$ cat src/design/aia_pkg.sv
// types and operation codes shared by the alpha integer alu modules
`default_nettype none

package aia_pkg;

    localparam int unsigned DATA_W = 64;
    localparam int unsigned OP_W   = 6;

    // operation codes
    localparam logic [OP_W-1:0] OP_ADDQ    = 6'd0;
    localparam logic [OP_W-1:0] OP_SUBQ    = 6'd1;
    localparam logic [OP_W-1:0] OP_S4ADDQ  = 6'd2;
    localparam logic [OP_W-1:0] OP_S8ADDQ  = 6'd3;
    localparam logic [OP_W-1:0] OP_S4SUBQ  = 6'd4;
    localparam logic [OP_W-1:0] OP_S8SUBQ  = 6'd5;
    localparam logic [OP_W-1:0] OP_ADDL    = 6'd6;
    localparam logic [OP_W-1:0] OP_SUBL    = 6'd7;
    localparam logic [OP_W-1:0] OP_S4ADDL  = 6'd8;
    localparam logic [OP_W-1:0] OP_S8ADDL  = 6'd9;
    localparam logic [OP_W-1:0] OP_S4SUBL  = 6'd10;
    localparam logic [OP_W-1:0] OP_S8SUBL  = 6'd11;
    localparam logic [OP_W-1:0] OP_AND     = 6'd12;
    localparam logic [OP_W-1:0] OP_BIC     = 6'd13;
    localparam logic [OP_W-1:0] OP_BIS     = 6'd14;
    localparam logic [OP_W-1:0] OP_ORNOT   = 6'd15;
    localparam logic [OP_W-1:0] OP_XOR     = 6'd16;
    localparam logic [OP_W-1:0] OP_EQV     = 6'd17;
    localparam logic [OP_W-1:0] OP_ZAP     = 6'd18;
    localparam logic [OP_W-1:0] OP_ZAPNOT  = 6'd19;
    localparam logic [OP_W-1:0] OP_CMPEQ   = 6'd20;
    localparam logic [OP_W-1:0] OP_CMPLT   = 6'd21;
    localparam logic [OP_W-1:0] OP_CMPLE   = 6'd22;
    localparam logic [OP_W-1:0] OP_CMPULT  = 6'd23;
    localparam logic [OP_W-1:0] OP_CMPULE  = 6'd24;
    localparam logic [OP_W-1:0] OP_CMOVEQ  = 6'd25;
    localparam logic [OP_W-1:0] OP_CMOVNE  = 6'd26;
    localparam logic [OP_W-1:0] OP_CMOVLT  = 6'd27;
    localparam logic [OP_W-1:0] OP_CMOVGE  = 6'd28;
    localparam logic [OP_W-1:0] OP_CMOVLE  = 6'd29;
    localparam logic [OP_W-1:0] OP_CMOVGT  = 6'd30;
    localparam logic [OP_W-1:0] OP_CMOVLBS = 6'd31;
    localparam logic [OP_W-1:0] OP_CMOVLBC = 6'd32;

    typedef struct packed {
        logic [OP_W-1:0]   operation;
        logic [DATA_W-1:0] operand_a;
        logic [DATA_W-1:0] operand_b;
        logic [DATA_W-1:0] old_destination;
    } in_beat_t;

    typedef struct packed {
        logic [DATA_W-1:0] result;
        logic              written;
    } out_beat_t;

endpackage

`default_nettype wire

$ cat src/design/aia_exec.sv
// execute logic: adder, logic unit, byte zap, compares and conditional moves
`default_nettype none

module aia_exec (
    input  wire aia_pkg::in_beat_t  op_in,
    output aia_pkg::out_beat_t      res_out
);

    logic [aia_pkg::DATA_W-1:0] a;
    logic [aia_pkg::DATA_W-1:0] b;
    logic [aia_pkg::DATA_W-1:0] sa;
    logic [aia_pkg::DATA_W-1:0] sum;
    logic [aia_pkg::DATA_W-1:0] arith;
    logic [aia_pkg::DATA_W-1:0] keep_mask;
    logic [1:0]                 scale;
    logic                       is_sub;
    logic                       is_long;
    logic                       a_neg;
    logic                       a_zero;
    logic                       cmov_ok;
    logic                       ult;
    logic                       slt;
    logic                       eq;

    assign a = op_in.operand_a;
    assign b = op_in.operand_b;

    // adder control for the twelve add/subtract forms
    always_comb begin
        scale   = 2'd0;
        is_sub  = 1'b0;
        is_long = 1'b0;
        case (op_in.operation)
            aia_pkg::OP_ADDQ:   begin scale = 2'd0; is_sub = 1'b0; end
            aia_pkg::OP_SUBQ:   begin scale = 2'd0; is_sub = 1'b1; end
            aia_pkg::OP_S4ADDQ: begin scale = 2'd2; is_sub = 1'b0; end
            aia_pkg::OP_S8ADDQ: begin scale = 2'd3; is_sub = 1'b0; end
            aia_pkg::OP_S4SUBQ: begin scale = 2'd2; is_sub = 1'b1; end
            aia_pkg::OP_S8SUBQ: begin scale = 2'd3; is_sub = 1'b1; end
            aia_pkg::OP_ADDL:   begin scale = 2'd0; is_sub = 1'b0; is_long = 1'b1; end
            aia_pkg::OP_SUBL:   begin scale = 2'd0; is_sub = 1'b1; is_long = 1'b1; end
            aia_pkg::OP_S4ADDL: begin scale = 2'd2; is_sub = 1'b0; is_long = 1'b1; end
            aia_pkg::OP_S8ADDL: begin scale = 2'd3; is_sub = 1'b0; is_long = 1'b1; end
            aia_pkg::OP_S4SUBL: begin scale = 2'd2; is_sub = 1'b1; is_long = 1'b1; end
            aia_pkg::OP_S8SUBL: begin scale = 2'd3; is_sub = 1'b1; is_long = 1'b1; end
            default: begin
                scale   = 2'd0;
                is_sub  = 1'b0;
                is_long = 1'b0;
            end
        endcase
    end

    assign sa  = a << scale;
    // subtract as add of the complement plus one
    assign sum = sa + (is_sub ? ~b : b) + {{(aia_pkg::DATA_W-1){1'b0}}, is_sub};
    assign arith = is_long ? {{(aia_pkg::DATA_W/2){sum[aia_pkg::DATA_W/2-1]}},
                              sum[aia_pkg::DATA_W/2-1:0]}
                           : sum;

    // bit i of the literal selects byte i
    always_comb begin
        for (int i = 0; i < 8; i++) begin
            keep_mask[8*i +: 8] = {8{b[i]}};
        end
    end

    assign eq     = (a == b);
    assign ult    = (a < b);
    assign slt    = ($signed(a) < $signed(b));
    assign a_neg  = a[aia_pkg::DATA_W-1];
    assign a_zero = (a == '0);

    always_comb begin
        case (op_in.operation)
            aia_pkg::OP_CMOVEQ:  cmov_ok = a_zero;
            aia_pkg::OP_CMOVNE:  cmov_ok = !a_zero;
            aia_pkg::OP_CMOVLT:  cmov_ok = a_neg;
            aia_pkg::OP_CMOVGE:  cmov_ok = !a_neg;
            aia_pkg::OP_CMOVLE:  cmov_ok = a_neg || a_zero;
            aia_pkg::OP_CMOVGT:  cmov_ok = !a_neg && !a_zero;
            aia_pkg::OP_CMOVLBS: cmov_ok = a[0];
            aia_pkg::OP_CMOVLBC: cmov_ok = !a[0];
            default:             cmov_ok = 1'b0;
        endcase
    end

    always_comb begin
        res_out.written = 1'b1;
        case (op_in.operation)
            aia_pkg::OP_ADDQ, aia_pkg::OP_SUBQ, aia_pkg::OP_S4ADDQ,
            aia_pkg::OP_S8ADDQ, aia_pkg::OP_S4SUBQ, aia_pkg::OP_S8SUBQ,
            aia_pkg::OP_ADDL, aia_pkg::OP_SUBL, aia_pkg::OP_S4ADDL,
            aia_pkg::OP_S8ADDL, aia_pkg::OP_S4SUBL, aia_pkg::OP_S8SUBL:
                res_out.result = arith;
            aia_pkg::OP_AND:    res_out.result = a & b;
            aia_pkg::OP_BIC:    res_out.result = a & ~b;
            aia_pkg::OP_BIS:    res_out.result = a | b;
            aia_pkg::OP_ORNOT:  res_out.result = a | ~b;
            aia_pkg::OP_XOR:    res_out.result = a ^ b;
            aia_pkg::OP_EQV:    res_out.result = a ^ ~b;
            aia_pkg::OP_ZAP:    res_out.result = a & ~keep_mask;
            aia_pkg::OP_ZAPNOT: res_out.result = a & keep_mask;
            aia_pkg::OP_CMPEQ:
                res_out.result = {{(aia_pkg::DATA_W-1){1'b0}}, eq};
            aia_pkg::OP_CMPLT:
                res_out.result = {{(aia_pkg::DATA_W-1){1'b0}}, slt};
            aia_pkg::OP_CMPLE:
                res_out.result = {{(aia_pkg::DATA_W-1){1'b0}}, slt || eq};
            aia_pkg::OP_CMPULT:
                res_out.result = {{(aia_pkg::DATA_W-1){1'b0}}, ult};
            aia_pkg::OP_CMPULE:
                res_out.result = {{(aia_pkg::DATA_W-1){1'b0}}, ult || eq};
            default: begin
                // conditional moves and unused codes
                res_out.result  = cmov_ok ? b : op_in.old_destination;
                res_out.written = cmov_ok;
            end
        endcase
    end

endmodule

`default_nettype wire

$ cat src/design/alpha_integer_alu_top.sv
// alpha integer alu top level: input register, execute logic, result register
//
//  channel | dir | handshake          | payload
//  s_      | in  | s_valid / s_ready  | s_data  (aia_pkg::in_beat_t)
//  m_      | out | m_valid / m_ready  | m_data  (aia_pkg::out_beat_t)
//
// one beat in and one beat out per cycle when the sink keeps m_ready high
// a beat passes through the input register, then the execute logic, then the result register
// aresetn (synchronous, active low) empties both stages by clearing their valid flags only
// a stall on m_ready holds the result register, then the input register, then s_ready
`default_nettype none

module alpha_integer_alu_top (
    input  wire                 aclk,
    input  wire                 aresetn,
    input  wire                 s_valid,
    output logic                s_ready,
    input  wire aia_pkg::in_beat_t  s_data,
    output logic                m_valid,
    input  wire                 m_ready,
    output aia_pkg::out_beat_t  m_data
);

    aia_pkg::in_beat_t  in_data_reg;
    logic               in_valid_reg;
    logic               in_valid_next;
    aia_pkg::out_beat_t out_data_reg;
    logic               out_valid_reg;
    logic               out_valid_next;
    aia_pkg::out_beat_t exec_res;
    logic               out_load;
    logic               in_load;

    // result register can take a beat when empty or being drained
    assign out_load = !out_valid_reg || m_ready;
    assign in_load  = !in_valid_reg || out_load;
    assign s_ready  = in_load;

    assign in_valid_next  = in_load ? s_valid : in_valid_reg;
    assign out_valid_next = out_load ? in_valid_reg : out_valid_reg;

    always_ff @(posedge aclk) begin
        if (!aresetn) begin
            in_valid_reg  <= 1'b0;
            out_valid_reg <= 1'b0;
        end else begin
            in_valid_reg  <= in_valid_next;
            out_valid_reg <= out_valid_next;
        end
    end

    always_ff @(posedge aclk) begin
        if (in_load && s_valid) begin
            in_data_reg <= s_data;
        end
        if (out_load && in_valid_reg) begin
            out_data_reg <= exec_res;
        end
    end

    aia_exec u_exec (
        .op_in   (in_data_reg),
        .res_out (exec_res)
    );

    assign m_valid = out_valid_reg;
    assign m_data  = out_data_reg;

    // an accepted beat always lands in the input register
    a_accept_lands: assert property (@(posedge aclk) disable iff (!aresetn)
        s_valid && s_ready |=> in_valid_reg)
        else $error("accepted beat not held in input register");

    // a beat in the input register is never dropped while the output stalls
    a_in_held: assert property (@(posedge aclk) disable iff (!aresetn)
        in_valid_reg && out_valid_reg && !m_ready |=> in_valid_reg && $stable(in_data_reg))
        else $error("input register lost a beat under stall");

    // a pending input beat moves to the result register when that register is empty or draining
    a_in_moves: assert property (@(posedge aclk) disable iff (!aresetn)
        in_valid_reg && out_load |=> out_valid_reg)
        else $error("beat not forwarded to result register");

    // reset empties the result register
    a_reset_empty: assert property (@(posedge aclk)
        !aresetn |=> !out_valid_reg)
        else $error("result register valid after reset");

endmodule

`default_nettype wire
$ cat config.mk
export PLATFORM = sky130hd
export DESIGN_NAME = alpha_integer_alu_top
export DESIGN_NICKNAME = d
export VERILOG_FILES = /design/src/design/aia_pkg.sv /design/src/design/aia_exec.sv /design/src/design/alpha_integer_alu_top.sv
export SDC_FILE = /design/constraint.sdc
export NUM_CORES = 1
export LEC_CHECK = 0
export BUFFER_PORTS_ARGS = -buffer_cell sky130_fd_sc_hd__clkbuf_2
export CAP_MARGIN = 20
export CELL_PAD_IN_SITES_DETAIL_PLACEMENT = 0
export CELL_PAD_IN_SITES_GLOBAL_PLACEMENT = 1
export CORE_MARGIN = 4
export CORE_UTILIZATION = 46
export CTS_CLUSTER_DIAMETER = 150
export DETAILED_ROUTE_END_ITERATION = 8
export PLACE_DENSITY_LB_ADDON = 0.1
export SETUP_SLACK_MARGIN = 0.1
export SLEW_MARGIN = 0
export SYNTH_ARGS = -nofsm -noshare
export SYNTH_HDL_FRONTEND = slang
export SYNTH_SLANG_ARGS = --single-unit
export TNS_END_PERCENT = 50
$ cat constraint.sdc
create_clock -name aclk -period 7.2 [get_ports aclk]
set_clock_uncertainty 0.05 [all_clocks]
set_input_delay 1.44 -clock aclk [delete_from_list [all_inputs] [get_ports aclk]]
set_output_delay 1.44 -clock aclk [all_outputs]
set_load 0.02 [all_outputs]
==> summary.txt <==
Run status
  • Outcome: complete, no violations

Logic synthesis
  • Syn_nets: 2707
  • Number of synthesized flops with an enable pin: 263
  • Ranking of synthesized cells by area: edfxtp_1 (37%), ha_1 (7.4%), mux2i_1 (6.5%)
  • Synth unique cells: 82
  • Syn. warnings: 0
  • Synth Flop Type: edfxtp_1
  • Async set-reset flop share out of synthesis: 0%
  • Area leader, netlist: edfxtp_1
  • Syn Area/Cell: 9.00 um2
  • Yosys reg bits: 265
  • Post-Syn Area: 0.0214 mm2
  • Yosys top cell area share: 36.9%
  • Post-synthesis sequential area ratio: 37.1%
  • Synth Instances: 2378

Timing
  • Endpoints failing hold: 0
  • RSZ-0062 raised after global routing: false
  • Final-report setup violation count: 0
  • Worst hold slack: 0.479 ns
  • Least-Margin Pin Slew: 1.06 ns
  • Slew Viols, Final: 0
  • Setup Total Neg Slack: 0 ns
  • Final period util: 80.6%
  • Relative slew margins: 29.4%
  • Post-route minimum period: 5.80 ns
  • Fmax: 172 MHz

GRT
  • Vias in the first global route: 18900
  • First-pass GRT wire length: 117000 um
  • Largest net degree at the start of global routing: 137
  • Overall routing resource usage: 29.9%
  • Grt ovf: 0
  • Initial antenna violation count: 4

Setup path
  • Worst EP required: 7.48 ns
  • Crit Path Max Fanout: 23
  • Buf+Inv Stages, Crit Path: 2
  • Critical-path cell list: a211oi_1 > nor2_4 > buf_4 > inv_1 > mux2i_1 > fa_1 > a21o_1 > a311o_1 > nand3_1 > o211ai_1 > o211ai_1 > a21oi_1 > o21ai_0 > a2111oi_0 > nor3b_1
  • Worst path most repeated cell: o211ai_1
  • RR Startpoint: in_data_reg[194]
  • Critical path launch point type: register
  • CP Class: register to register
  • Worst setup EP type: register
  • Critical path's top delay family: compound AO/OA/AOI/OAI gates
  • CP peak stage delay: 0.79 ns
  • RR Endpoint: m_data[47]
  • Critical Path AT: 6.08 ns
  • Worst R2R Setup Slack: 1.40 ns
  • Critical Path Slowest Stage Cell: edfxtp_1
  • Worst R2R Path Depth: 15

Detailed routing
  • Routed Antenna Nets: 0
  • Overall routed net length: 78000 um
  • DRT iter0 DRCs: 2052
  • Remaining DRCs: 0
  • First-pass detailed-route iteration total: 6
  • DR vias/cell: 6.25
  • DR vias: 19700
  • DR WL/cell: 24.7 um

Floorplan
  • Die Span X: 224 um
  • Die H: 224 um
  • IO Count: 269
  • Rows: 78
  • Core area: 0.0457 mm2
  • Die area: 0.0500 mm2
  • Starting Density: 46.9%

Power
  • Leak pwr: 9.78 nW
  • Peak supply drop: 197 uV
  • Power Dens Cells: 201 mW/mm2

Placed design
  • Placed Area: 0.0232 mm2
  • RD Place Congestion: 0.918
  • DP Cell Count: 3096
  • Buffers on Ports: 268
  • DP HPWL: 56400 um

Min path
  • Min-delay worst type: register to register
  • Hold path start: in_valid_reg
  • WHS Path Cells: 1
  • Worst Hold End: m_valid

CTS
  • Clock latency on the worst-skew pair: 0.60 ns
  • Max Buffers Root-to-Sink: 3
  • Post-CTS setup buffer count: 0
  • CTS tree: done
  • CTS Hold Buffers Added: 0
  • Clock sinks: 265
  • Clk slew on worst S/H paths: 0.07 ns
  • H-tree Lvls: 1
  • Number of CTS-inserted buffers: 30
  • CTS root buf: clkbuf_16
  • CTS-repair resized insts: 0

Layout
  • Layout cells sized above 1: 15.6%
  • Final #Nets: 2858
  • Area grow syn2layout: 12.6%
  • Max reg flops: 198
  • Design Area, Final: 0.0241 mm2
  • Non-Filler Instances: 3154

Flow run
  • Max_cap viols: 0
[layout by cell type (no fill, tap or decap), drive strengths merged, types with 15 or more instances in the layout]
| cell type | n |
|---|---|
| a211oi | 15 |
| a21o | 78 |
| a21oi | 266 |
| a221oi | 27 |
| a31oi | 23 |
| and2 | 18 |
| buf | 37 |
| clkbuf | 304 |
| clkinv | 15 |
| edfxtp | 263 |
| ha | 126 |
| inv | 86 |
| mux2 | 15 |
| mux2i | 139 |
| nand2 | 216 |
| nand3 | 34 |
| nand4 | 45 |
| nor2 | 152 |
| nor2b | 15 |
| nor3 | 20 |
| nor4 | 24 |
| o211ai | 19 |
| o21a | 18 |
| o21ai | 218 |
| o221ai | 62 |
| xnor2 | 99 |
| xor2 | 42 |
[cell usage after synthesis (26+ instances only)]
master,count
inv_1,85
edfxtp_1,263
a21oi_1,266
clkbuf_1,134
nor2_1,151
xor2_1,42
xnor2_1,99
nand3_1,34
ha_1,126
a221oi_1,27
o221ai_1,62
nand2_1,216
mux2i_1,139
a21o_1,78
o21ai_0,212
nand4_1,45
buf_2,26
[cell families (layout without fill, tap and decap cells)]
group           Yosys count  after routing  share of synthesized area [%]
fa+ha+maj               129            129                           7.55
xor+xnor                141            141                           5.77
simple gates            590            590                           13.1
flops                   265            265                           37.1
compound gates          827            827                           24.3
other cells               0              1                              0
mux                     154            154                           7.29
buf+inv                 272            447                           4.93
[per-layer routing]
metal | global-route usage (%) | wire length (um) | up-vias | part of all wire (%)
met5 | 0 | 42 | - | 0.054
met4 | 8.81 | 2560 | 6 | 3.3
met3 | 6.05 | 6320 | 149 | 8.1
met2 | 48.1 | 35700 | 873 | 46
met1 | 41.0 | 33400 | 9438 | 43
li1 | - | - | 9252 | -
[power by group]
part           total (mW)  leakage (nW)  internal [mW]  switching [mW]
Clock                1.44         0.440          0.799           0.644
Sequential           1.95          2.56           1.82           0.123
Combinational        1.46          6.77          0.548           0.911
Total                4.85          9.78           3.17            1.68
[layout make-up]
type	count	area (um2)
Clock buffer	35	769
Fill cell	4257	21600
Sequential cell	265	7940
Timing Repair Buffer	306	1670
Antenna cell	1	2.50
Inverter	85	319
Tap cell	600	751
Multi-Input combinational cell	1841	12500
Clock inverter	21	146
[metrics by stage]
stage / worst slack (ns) / utilization [%] / total power [mW]
CTS: 1.54 / 52.7 / 4.86
global route: 1.18 / 52.7 / 5.10
detailed placement: 1.58 / 50.7 / 3.41
finish: 1.40 / 52.7 / 4.85
global placement: 1.61 / 50.7 / 3.40
floorplan: 0.318 / - / 2.93
[how the worst max path moves through the flow]
| stage | cells after the start | from | to |
|---|---|---|---|
| after floorplan | 3 | m_ready | in_data_reg[0] |
| after global placement | 13 | in_data_reg[195] | m_data[42] |
| after detailed placement | 15 | in_data_reg[194] | m_data[47] |
| after CTS | 15 | in_data_reg[194] | m_data[47] |
| after global routing | 15 | in_data_reg[194] | m_data[47] |
| final | 15 | in_data_reg[194] | m_data[47] |
Note: power is estimated with default switching activity, not from simulation.
